<file path="src/design/utt_pkg.sv">
// ----------------------------------------------------------------------------
// UTF-16/UTF-32 to UTF-8 transcoder package
// Job type passed from the classifier to the byte emitter, code point
// constants and the UTF-8 byte helpers.
// ----------------------------------------------------------------------------
`default_nettype none

package utt_pkg;

   localparam int CP_W = 21;

   localparam logic [CP_W-1:0] CP_REPLACEMENT = 21'h00FFFD;
   localparam logic [CP_W-1:0] CP_SUPP_BASE   = 21'h010000;
   localparam logic [31:0]     CP_MAX         = 32'h0010FFFF;
   localparam logic [31:0]     SURR_FIRST     = 32'h0000D800;
   localparam logic [31:0]     SURR_LAST      = 32'h0000DFFF;
   localparam logic [15:0]     HIGH_FIRST     = 16'hD800;
   localparam logic [15:0]     HIGH_LAST      = 16'hDBFF;
   localparam logic [15:0]     LOW_FIRST      = 16'hDC00;
   localparam logic [15:0]     LOW_LAST       = 16'hDFFF;

   // One queued job: an optional U+FFFD for a dropped high surrogate,
   // then an optional code point, both already checked for validity.
   typedef struct packed {
      logic            pre_fffd;
      logic            has_cp;
      logic [CP_W-1:0] cp;
      logic            eos;
   } utt_job_type;

   // Replace surrogates and out-of-range values by U+FFFD.
   function automatic logic [CP_W-1:0] utt_sanitize(input logic [31:0] value);
      logic bad;
      bad = (value > CP_MAX) || ((value >= SURR_FIRST) && (value <= SURR_LAST));
      return bad ? CP_REPLACEMENT : value[CP_W-1:0];
   endfunction

   // Index of the final UTF-8 byte of a valid code point (length minus one).
   function automatic logic [1:0] utt_last_index(input logic [CP_W-1:0] cp);
      logic [1:0] idx;
      if (cp < 21'h000080) begin
         idx = 2'd0;
      end else if (cp < 21'h000800) begin
         idx = 2'd1;
      end else if (cp < 21'h010000) begin
         idx = 2'd2;
      end else begin
         idx = 2'd3;
      end
      return idx;
   endfunction

   // UTF-8 byte number idx of a valid code point.
   function automatic logic [7:0] utt_byte(input logic [CP_W-1:0] cp,
                                           input logic [1:0]      idx);
      logic [1:0] last;
      logic [7:0] b;
      last = utt_last_index(cp);
      b    = 8'h00;
      case (last)
         2'd0: b = {1'b0, cp[6:0]};
         2'd1: begin
            case (idx)
               2'd0:    b = {3'b110, cp[10:6]};
               default: b = {2'b10, cp[5:0]};
            endcase
         end
         2'd2: begin
            case (idx)
               2'd0:    b = {4'b1110, cp[15:12]};
               2'd1:    b = {2'b10, cp[11:6]};
               default: b = {2'b10, cp[5:0]};
            endcase
         end
         default: begin
            case (idx)
               2'd0:    b = {5'b11110, cp[20:18]};
               2'd1:    b = {2'b10, cp[17:12]};
               2'd2:    b = {2'b10, cp[11:6]};
               default: b = {2'b10, cp[5:0]};
            endcase
         end
      endcase
      return b;
   endfunction

endpackage

`default_nettype wire

</file>
<file path="src/design/utf16_to_utf8_transcoder.sv">
// The first UTF-8 byte of an item passes the job queue, the emitter's job register and the output register.
// The emitter delivers one byte per cycle unless rsp_tready stalls the output;
// a high surrogate that is held produces no byte and queues no job of its own.
// The job queue lets items enter while earlier bytes are still being delivered.
// Reset (synchronous, active high) clears the mode to UTF-16, drops any held
// surrogate and empties the queue and the output register.
// ----------------------------------------------------------------------------
// UTF-16/UTF-32 to UTF-8 transcoder
// Converts a stream of UTF-16 code units or UTF-32 code points to UTF-8 bytes.
// ----------------------------------------------------------------------------
`default_nettype none

module utf16_to_utf8_transcoder #(
   parameter int QUEUE_DEPTH = 2
) (
   input  wire logic        clock,
   input  wire logic        reset,
   // Mode register write channel.
   input  wire logic        csr_valid,
   output logic             csr_ready,
   input  wire logic        csr_data,      // [0] wide_units_mode
   // Input items.
   input  wire logic        req_tvalid,
   output logic             req_tready,
   input  wire logic [31:0] req_tdata,     // [31:0] code_unit
   input  wire logic        req_tlast,     // end_of_string
   // Result items.
   output logic             rsp_tvalid,
   input  wire logic        rsp_tready,
   output logic [7:0]       rsp_tdata,     // [7:0] utf8_byte
   output logic             rsp_tlast,     // last_of_run
   output logic             rsp_tuser      // [0] string_done
);
   import utt_pkg::*;

   logic        wide_mode_ff;
   logic        accept;
   logic        push, pop, full, not_empty;
   utt_job_type push_job, pop_job;

   // Mode register.
   assign csr_ready = 1'b1;

   always_ff @(posedge clock) begin
      if (reset) begin
         wide_mode_ff <= 1'b0;
      end else if (csr_valid) begin
         wide_mode_ff <= csr_data;
      end
   end

   assign req_tready = !full;
   assign accept     = req_tvalid && !full;

   utt_front u_front (
      .clock         (clock),
      .reset         (reset),
      .wide_mode     (wide_mode_ff),
      .accept        (accept),
      .code_unit     (req_tdata),
      .end_of_string (req_tlast),
      .push          (push),
      .push_job      (push_job)
   );

   utt_queue #(
      .DEPTH (QUEUE_DEPTH)
   ) u_queue (
      .clock     (clock),
      .reset     (reset),
      .push      (push),
      .push_job  (push_job),
      .full      (full),
      .pop       (pop),
      .not_empty (not_empty),
      .pop_job   (pop_job)
   );

   utt_back u_back (
      .clock      (clock),
      .reset      (reset),
      .job_valid  (not_empty),
      .job        (pop_job),
      .pop        (pop),
      .rsp_tvalid (rsp_tvalid),
      .rsp_tready (rsp_tready),
      .rsp_tdata  (rsp_tdata),
      .rsp_tlast  (rsp_tlast),
      .rsp_tuser  (rsp_tuser)
   );

endmodule

`default_nettype wire

</file>
<file path="src/design/utt_front.sv">
// ----------------------------------------------------------------------------
// UTF-16/UTF-32 to UTF-8 transcoder front end
// Accepts code units, tracks a pending high surrogate and turns each item
// into at most one queued job.
// ----------------------------------------------------------------------------
`default_nettype none

module utt_front (
   input  wire logic               clock,
   input  wire logic               reset,
   input  wire logic               wide_mode,
   input  wire logic               accept,
   input  wire logic [31:0]        code_unit,
   input  wire logic               end_of_string,
   output logic                    push,
   output utt_pkg::utt_job_type    push_job
);
   import utt_pkg::*;

   logic        held_valid_ff, held_valid_in;
   logic [9:0]  held_bits_ff, held_bits_in;
   logic [15:0] unit16;
   logic        is_high, is_low;
   utt_job_type job;

   assign unit16  = code_unit[15:0];
   assign is_high = (unit16 >= HIGH_FIRST) && (unit16 <= HIGH_LAST);
   assign is_low  = (unit16 >= LOW_FIRST) && (unit16 <= LOW_LAST);

   // Classify the incoming unit against the held surrogate.
   always_comb begin
      job.pre_fffd  = 1'b0;
      job.has_cp    = 1'b1;
      job.cp        = utt_sanitize(code_unit);
      job.eos       = end_of_string;
      held_valid_in = held_valid_ff;
      held_bits_in  = held_bits_ff;
      if (accept) begin
         held_valid_in = 1'b0;
         held_bits_in  = 10'd0;
         if (!wide_mode) begin
            if (held_valid_ff && is_low) begin
               job.cp = CP_SUPP_BASE + {1'b0, held_bits_ff, unit16[9:0]};
            end else begin
               job.pre_fffd = held_valid_ff;
               job.cp       = utt_sanitize({16'h0000, unit16});
               if (is_high && !end_of_string) begin
                  job.has_cp    = 1'b0;
                  held_valid_in = 1'b1;
                  held_bits_in  = unit16[9:0];
               end
            end
         end
      end
   end

   assign push     = accept && (job.pre_fffd || job.has_cp);
   assign push_job = job;

   // Held surrogate state.
   always_ff @(posedge clock) begin
      if (reset) begin
         held_valid_ff <= 1'b0;
         held_bits_ff  <= 10'd0;
      end else begin
         held_valid_ff <= held_valid_in;
         held_bits_ff  <= held_bits_in;
      end
   end

endmodule

`default_nettype wire

</file>
<file path="src/design/utt_queue.sv">
// ----------------------------------------------------------------------------
// UTF-16/UTF-32 to UTF-8 transcoder job queue
// Small FIFO that decouples the front end from the byte emitter.
// ----------------------------------------------------------------------------
`default_nettype none

module utt_queue #(
   parameter int DEPTH = 2
) (
   input  wire logic                 clock,
   input  wire logic                 reset,
   input  wire logic                 push,
   input  wire utt_pkg::utt_job_type push_job,
   output logic                      full,
   input  wire logic                 pop,
   output logic                      not_empty,
   output utt_pkg::utt_job_type      pop_job
);
   import utt_pkg::*;

   localparam int PTR_W = $clog2(DEPTH);
   localparam int CNT_W = $clog2(DEPTH + 1);

   utt_job_type             slot_ff [DEPTH];
   logic [PTR_W-1:0]        wr_ptr_ff, wr_ptr_in;
   logic [PTR_W-1:0]        rd_ptr_ff, rd_ptr_in;
   logic [CNT_W-1:0]        count_ff, count_in;

   assign full      = (count_ff == CNT_W'(DEPTH));
   assign not_empty = (count_ff != '0);
   assign pop_job   = slot_ff[rd_ptr_ff];

   // Pointer and fill count update.
   always_comb begin
      wr_ptr_in = wr_ptr_ff;
      rd_ptr_in = rd_ptr_ff;
      count_in  = count_ff;
      if (push) begin
         wr_ptr_in = (wr_ptr_ff == PTR_W'(DEPTH - 1)) ? '0 : wr_ptr_ff + 1'b1;
      end
      if (pop) begin
         rd_ptr_in = (rd_ptr_ff == PTR_W'(DEPTH - 1)) ? '0 : rd_ptr_ff + 1'b1;
      end
      if (push && !pop) begin
         count_in = count_ff + 1'b1;
      end else if (pop && !push) begin
         count_in = count_ff - 1'b1;
      end
   end

   always_ff @(posedge clock) begin
      if (reset) begin
         wr_ptr_ff <= '0;
         rd_ptr_ff <= '0;
         count_ff  <= '0;
      end else begin
         wr_ptr_ff <= wr_ptr_in;
         rd_ptr_ff <= rd_ptr_in;
         count_ff  <= count_in;
      end
   end

   // Job storage.
   always_ff @(posedge clock) begin
      if (push) begin
         slot_ff[wr_ptr_ff] <= push_job;
      end
   end

endmodule

`default_nettype wire

</file>
<file path="src/design/utt_back.sv">
// ----------------------------------------------------------------------------
// UTF-16/UTF-32 to UTF-8 transcoder byte emitter
// Walks one job at a time and places one UTF-8 byte per cycle in the
// output register while the output is not stalled by rsp_tready.
// ----------------------------------------------------------------------------
`default_nettype none

module utt_back (
   input  wire logic                 clock,
   input  wire logic                 reset,
   input  wire logic                 job_valid,
   input  wire utt_pkg::utt_job_type job,
   output logic                      pop,
   output logic                      rsp_tvalid,
   input  wire logic                 rsp_tready,
   output logic [7:0]                rsp_tdata,
   output logic                      rsp_tlast,
   output logic                      rsp_tuser
);
   import utt_pkg::*;

   logic            active_ff, active_in;
   logic            pre_ff, pre_in;
   logic [1:0]      idx_ff, idx_in;
   utt_job_type     job_ff, job_in;
   logic            out_valid_ff, out_valid_in;
   logic [7:0]      out_byte_ff, out_byte_in;
   logic            out_last_ff, out_last_in;
   logic            out_done_ff, out_done_in;

   logic [CP_W-1:0] cur_cp;
   logic [1:0]      cur_last;
   logic [7:0]      cur_byte;
   logic            seg_end, job_end, advance;

   // Current byte of the active job.
   assign cur_cp   = pre_ff ? CP_REPLACEMENT : job_ff.cp;
   assign cur_last = utt_last_index(cur_cp);
   assign cur_byte = utt_byte(cur_cp, idx_ff);
   assign seg_end  = (idx_ff == cur_last);
   assign job_end  = seg_end && (!pre_ff || !job_ff.has_cp);
   assign advance  = active_ff && (!out_valid_ff || rsp_tready);
   assign pop      = job_valid && (!active_ff || (advance && job_end));

   // Job sequencing.
   always_comb begin
      active_in = active_ff;
      pre_in    = pre_ff;
      idx_in    = idx_ff;
      job_in    = job_ff;
      if (pop) begin
         active_in = 1'b1;
         job_in    = job;
         pre_in    = job.pre_fffd;
         idx_in    = 2'd0;
      end else if (advance && job_end) begin
         active_in = 1'b0;
      end else if (advance && seg_end) begin
         pre_in = 1'b0;
         idx_in = 2'd0;
      end else if (advance) begin
         idx_in = idx_ff + 2'd1;
      end
   end

   // Output register.
   always_comb begin
      out_valid_in = out_valid_ff;
      out_byte_in  = out_byte_ff;
      out_last_in  = out_last_ff;
      out_done_in  = out_done_ff;
      if (advance) begin
         out_valid_in = 1'b1;
         out_byte_in  = cur_byte;
         out_last_in  = job_end;
         out_done_in  = job_end && job_ff.eos;
      end else if (rsp_tready) begin
         out_valid_in = 1'b0;
      end
   end

   always_ff @(posedge clock) begin
      if (reset) begin
         active_ff    <= 1'b0;
         pre_ff       <= 1'b0;
         idx_ff       <= 2'd0;
         out_valid_ff <= 1'b0;
      end else begin
         active_ff    <= active_in;
         pre_ff       <= pre_in;
         idx_ff       <= idx_in;
         out_valid_ff <= out_valid_in;
      end
   end

   always_ff @(posedge clock) begin
      job_ff      <= job_in;
      out_byte_ff <= out_byte_in;
      out_last_ff <= out_last_in;
      out_done_ff <= out_done_in;
   end

   assign rsp_tvalid = out_valid_ff;
   assign rsp_tdata  = out_byte_ff;
   assign rsp_tlast  = out_last_ff;
   assign rsp_tuser  = out_done_ff;

endmodule

`default_nettype wire

</file>
<file path="config.mk">
export PLATFORM = sky130hd
export DESIGN_NAME = utf16_to_utf8_transcoder
export DESIGN_NICKNAME = d
export VERILOG_FILES = /design/src/design/utt_pkg.sv /design/src/design/utf16_to_utf8_transcoder.sv /design/src/design/utt_front.sv /design/src/design/utt_queue.sv /design/src/design/utt_back.sv
export SDC_FILE = /design/constraint.sdc
export NUM_CORES = 1
export LEC_CHECK = 0
export ABC_AREA = 1
export BUFFER_PORTS_ARGS = -buffer_cell sky130_fd_sc_hd__buf_2
export CORE_UTILIZATION = 25
export CTS_CLUSTER_SIZE = 8
export DETAILED_ROUTE_END_ITERATION = 16
export SLEW_MARGIN = 20
export SYNTH_ARGS = -nofsm -noshare
export SYNTH_HDL_FRONTEND = slang
export SYNTH_SLANG_ARGS = --single-unit
</file>
<file path="constraint.sdc">
create_clock -name clock -period 2.9 [get_ports clock]
set_clock_uncertainty 0.15 [all_clocks]
set_input_delay 0.435 -clock clock [delete_from_list [all_inputs] [get_ports clock]]
set_output_delay 0.435 -clock clock [all_outputs]
set_load 0.005 [all_outputs]
</file>
==> run metrics <==
status completed; Critical Path End Type flop; GRT Overall Usage 10.78%; hold_ws 120.6 ps; top_reg_cell synth edfxtp_1; clock latency on the worst-skew pair 350 ps; pin count of the biggest net entering global routing 25; Tcrit/Tclk final 89.79%; antenna violations before repair 0; IO Port Bufs 50; RR Endpoint u_queue.count_ff[1]; Synth Area in XOR/XNOR 0.3613%; CTS tree done; simple-gate share of the synthesized area 17.21%; CTS Root Buffer Type clkbuf_16; async set or reset register ratio after synthesis 0%; count leader, synth nand2_1; core area 18830 sq um; Seq/Total Area, Yosys 59.25%; Num CTS Buffers 9; Synth Register Bits 103; Worst R2R Path Depth 16; post-synth cell types 44; Die X 141.3 microns; Sum Neg Setup Slack 0 ps; Slew Limit Fails 0; startpoint types flop; Synth Area in Adders 1.806%; Final Hold Violating Endpoints 0; DRT met1 WL 5121 microns; routed wl met3 578 microns; die height 141.3 microns; Ys Warns 0; H-tree lvl count 3; number of max-cap violations 0; grt ovf 0; number of diodes 0; Routed WL 10290 microns; first-pass GRT wire length 16550 microns; VDD IR max 372.2 uV; net count after synthesis 509; Ports 52; P per Cell Area 877.6 nW/um^2; layout cells sized above 1 25.00%; FILL cells 1952; Layout area overhead 19.33%; Crit Path Class flop to flop; via density per instance 4.352; Max Clk Rate 384.0 MHz; Die ar. 19950 sq um; post-layout total power 5.078 mW; Synth Area in Compound Gates 10.71%; mapped cell area 4848 sq um; Critical Path Start u_back.pre_ff; met2 wire len 4477 microns; WP data required 2980 ps; largest buffer count on any clock path 2; synth cell count leaders 86 x nand2_1, 81 x edfxtp_1, 57 x nor2_1; Post-Syn Instances 463; Layout Nets 569; max layer used met4; Max FO, Critical Path 9; mux share of post-synthesis cell area 5.548%; worst hold path class input pin to flop; initial drt markers 241; via count 3429; Placement Rows 50; crit path time final 2604 ps; leakage power 2.122 nW; # DRC 0; largest family of logic cells by synthesized area simple AND/OR/NAND/NOR gates; wire per inst 13.05 microns; Clock Sinks 103; clk slew on worst S/H paths 70 ps; Placer Congestion 0.8890; Post-synth EDFFs 81; post-CTS setup buffers 0; Initial Utilization 25.75%; flop-to-flop setup slack 300 ps; cell taking the most area after synthesis edfxtp_1; RSZ-0062 raised after global routing no; # setup viols final 0; syn avg cell area 10.47 sq um; crit path DAT 2690 ps; Initial DRT Pass Iterations 4; Final ANT Viol Nets 0; via count of the first global-routing pass 3146; Synth area leaders edfxtp_1 50%, dfxtp_1 9.1%, nand2_1 6.7%; half-perimeter wire length after placement 7666 microns; Synth top area share 50.17%; CP endpoint u_queue.count_ff[1]; reg2reg start u_back.pre_ff
how the worst min path moves through the flow:
stage	end	cells past startpoint	from
global placement	u_front.held_bits_ff[1]	2	u_front.held_bits_ff[1]
CTS	wide_mode_ff	2	csr_valid
detailed placement	u_front.held_bits_ff[1]	2	u_front.held_bits_ff[1]
floorplan	u_front.held_bits_ff[0]	2	u_front.held_bits_ff[0]
global route	wide_mode_ff	2	csr_valid
finish	wide_mode_ff	2	csr_valid
where the power goes:
group	total [mW]	leakage, nW	internal (mW)	switching, mW
clock network	1.22	0.154	0.656	0.569
registers	2.19	0.895	2.05	0.135
logic	1.67	1.07	0.622	1.05
total	5.08	2.12	3.33	1.75
cell type report:
type                    instances  area [sq um]  area share [%]
repair buffers                 60         350.3           6.055
well taps                     260         325.3           5.623
multi-input cells             299          1737           30.02
inverters                      50         190.2           3.287
flip-flops and latches        103          2874           49.68
clock inverters                 6         58.81           1.016
clock buffers                  10         250.2           4.325
layout by cell type, fill, tap and decap left out, drive strengths merged, types with 2 or more instances in the layout:
master,n
dfxtp,22
a22oi,2
clkbuf,10
o32ai,6
o22ai,6
o2111ai,3
o21ai,24
nand3,12
o221ai,8
or2,2
nand4,7
nand3b,3
xor2,2
buf,60
nor3,2
mux2,23
edfxtp,81
inv,52
nor2,68
a21oi,27
nand2,90
clkinv,4
ha,7
per-stage QoR:
step / setup slack, ps / cell area, sq um / utilization (%) / cells
6_report: 296.0 / 5786 / 30.72 / 788
5_1_grt: 32.49 / 5786 / 30.72 / 788
4_1_cts: 170.3 / 5782 / 30.70 / 788
3_5_place_dp: 198.7 / 5473 / 29.06 / 772
3_3_place_gp: 245.0 / 5473 / 29.06 / 772
2_1_floorplan: 366.5 / 4851 / - / 463
logic make-up (layout without fill, tap and decap cells):
| family | Yosys count | after routing |
|---|---|---|
| and+or+nand+nor | 184 | 184 |
| DFF | 103 | 103 |
| xor gates and xnor gates | 2 | 2 |
| muxes | 24 | 24 |
| AOI/OAI and AO/OA | 81 | 81 |
| buffers and inverters | 61 | 126 |
| other | 1 | 1 |
| adders and majority gates | 7 | 7 |
critical path: stages (launching register included):
cell and delay (ps):
dfxtp_2 440, inv_4 80, nand2_1 100, nand2_1 90, nor2_4 170, nand3_4 140
nand3_2 120, nand2_2 50, nor2_2 130, nand3_2 100, nand2_4 110, nand2_4 70
ha_1 310, a21oi_1 110, o21ai_0 110, o21ai_0 170, a21oi_1 60
metal layers:
layer / vias up / global-route usage [%]
li1: 1733 / -
met1: 1560 / 15.07
met2: 122 / 16.36
met3: 14 / 3.037
met4: 0 / 2.689
met5: - / 0
flip-flops by register name, indices dropped and copies added (netlist names), named ones only:
name,cells
u_front.held_valid_ff,1
u_back.idx_ff,2
u_queue.rd_ptr_ff,1
u_back.rsp_tvalid,1
u_front.held_bits_ff,10
u_back.active_ff,1
u_queue.wr_ptr_ff,1
u_queue.count_ff,2
u_back.job_ff,23
u_back.rsp_tuser,1
wide_mode_ff,1
u_back.rsp_tdata,8
u_back.pre_ff,1
u_back.rsp_tlast,1
u_queue.slot_ff,48
what timing repair did:
action / CTS / global route
gates resized for setup: 0 / 2
hold buffers: 0 / 0
endpoints found under the setup margin: 0 / 1
Note: power is estimated with default switching activity, not from simulation.
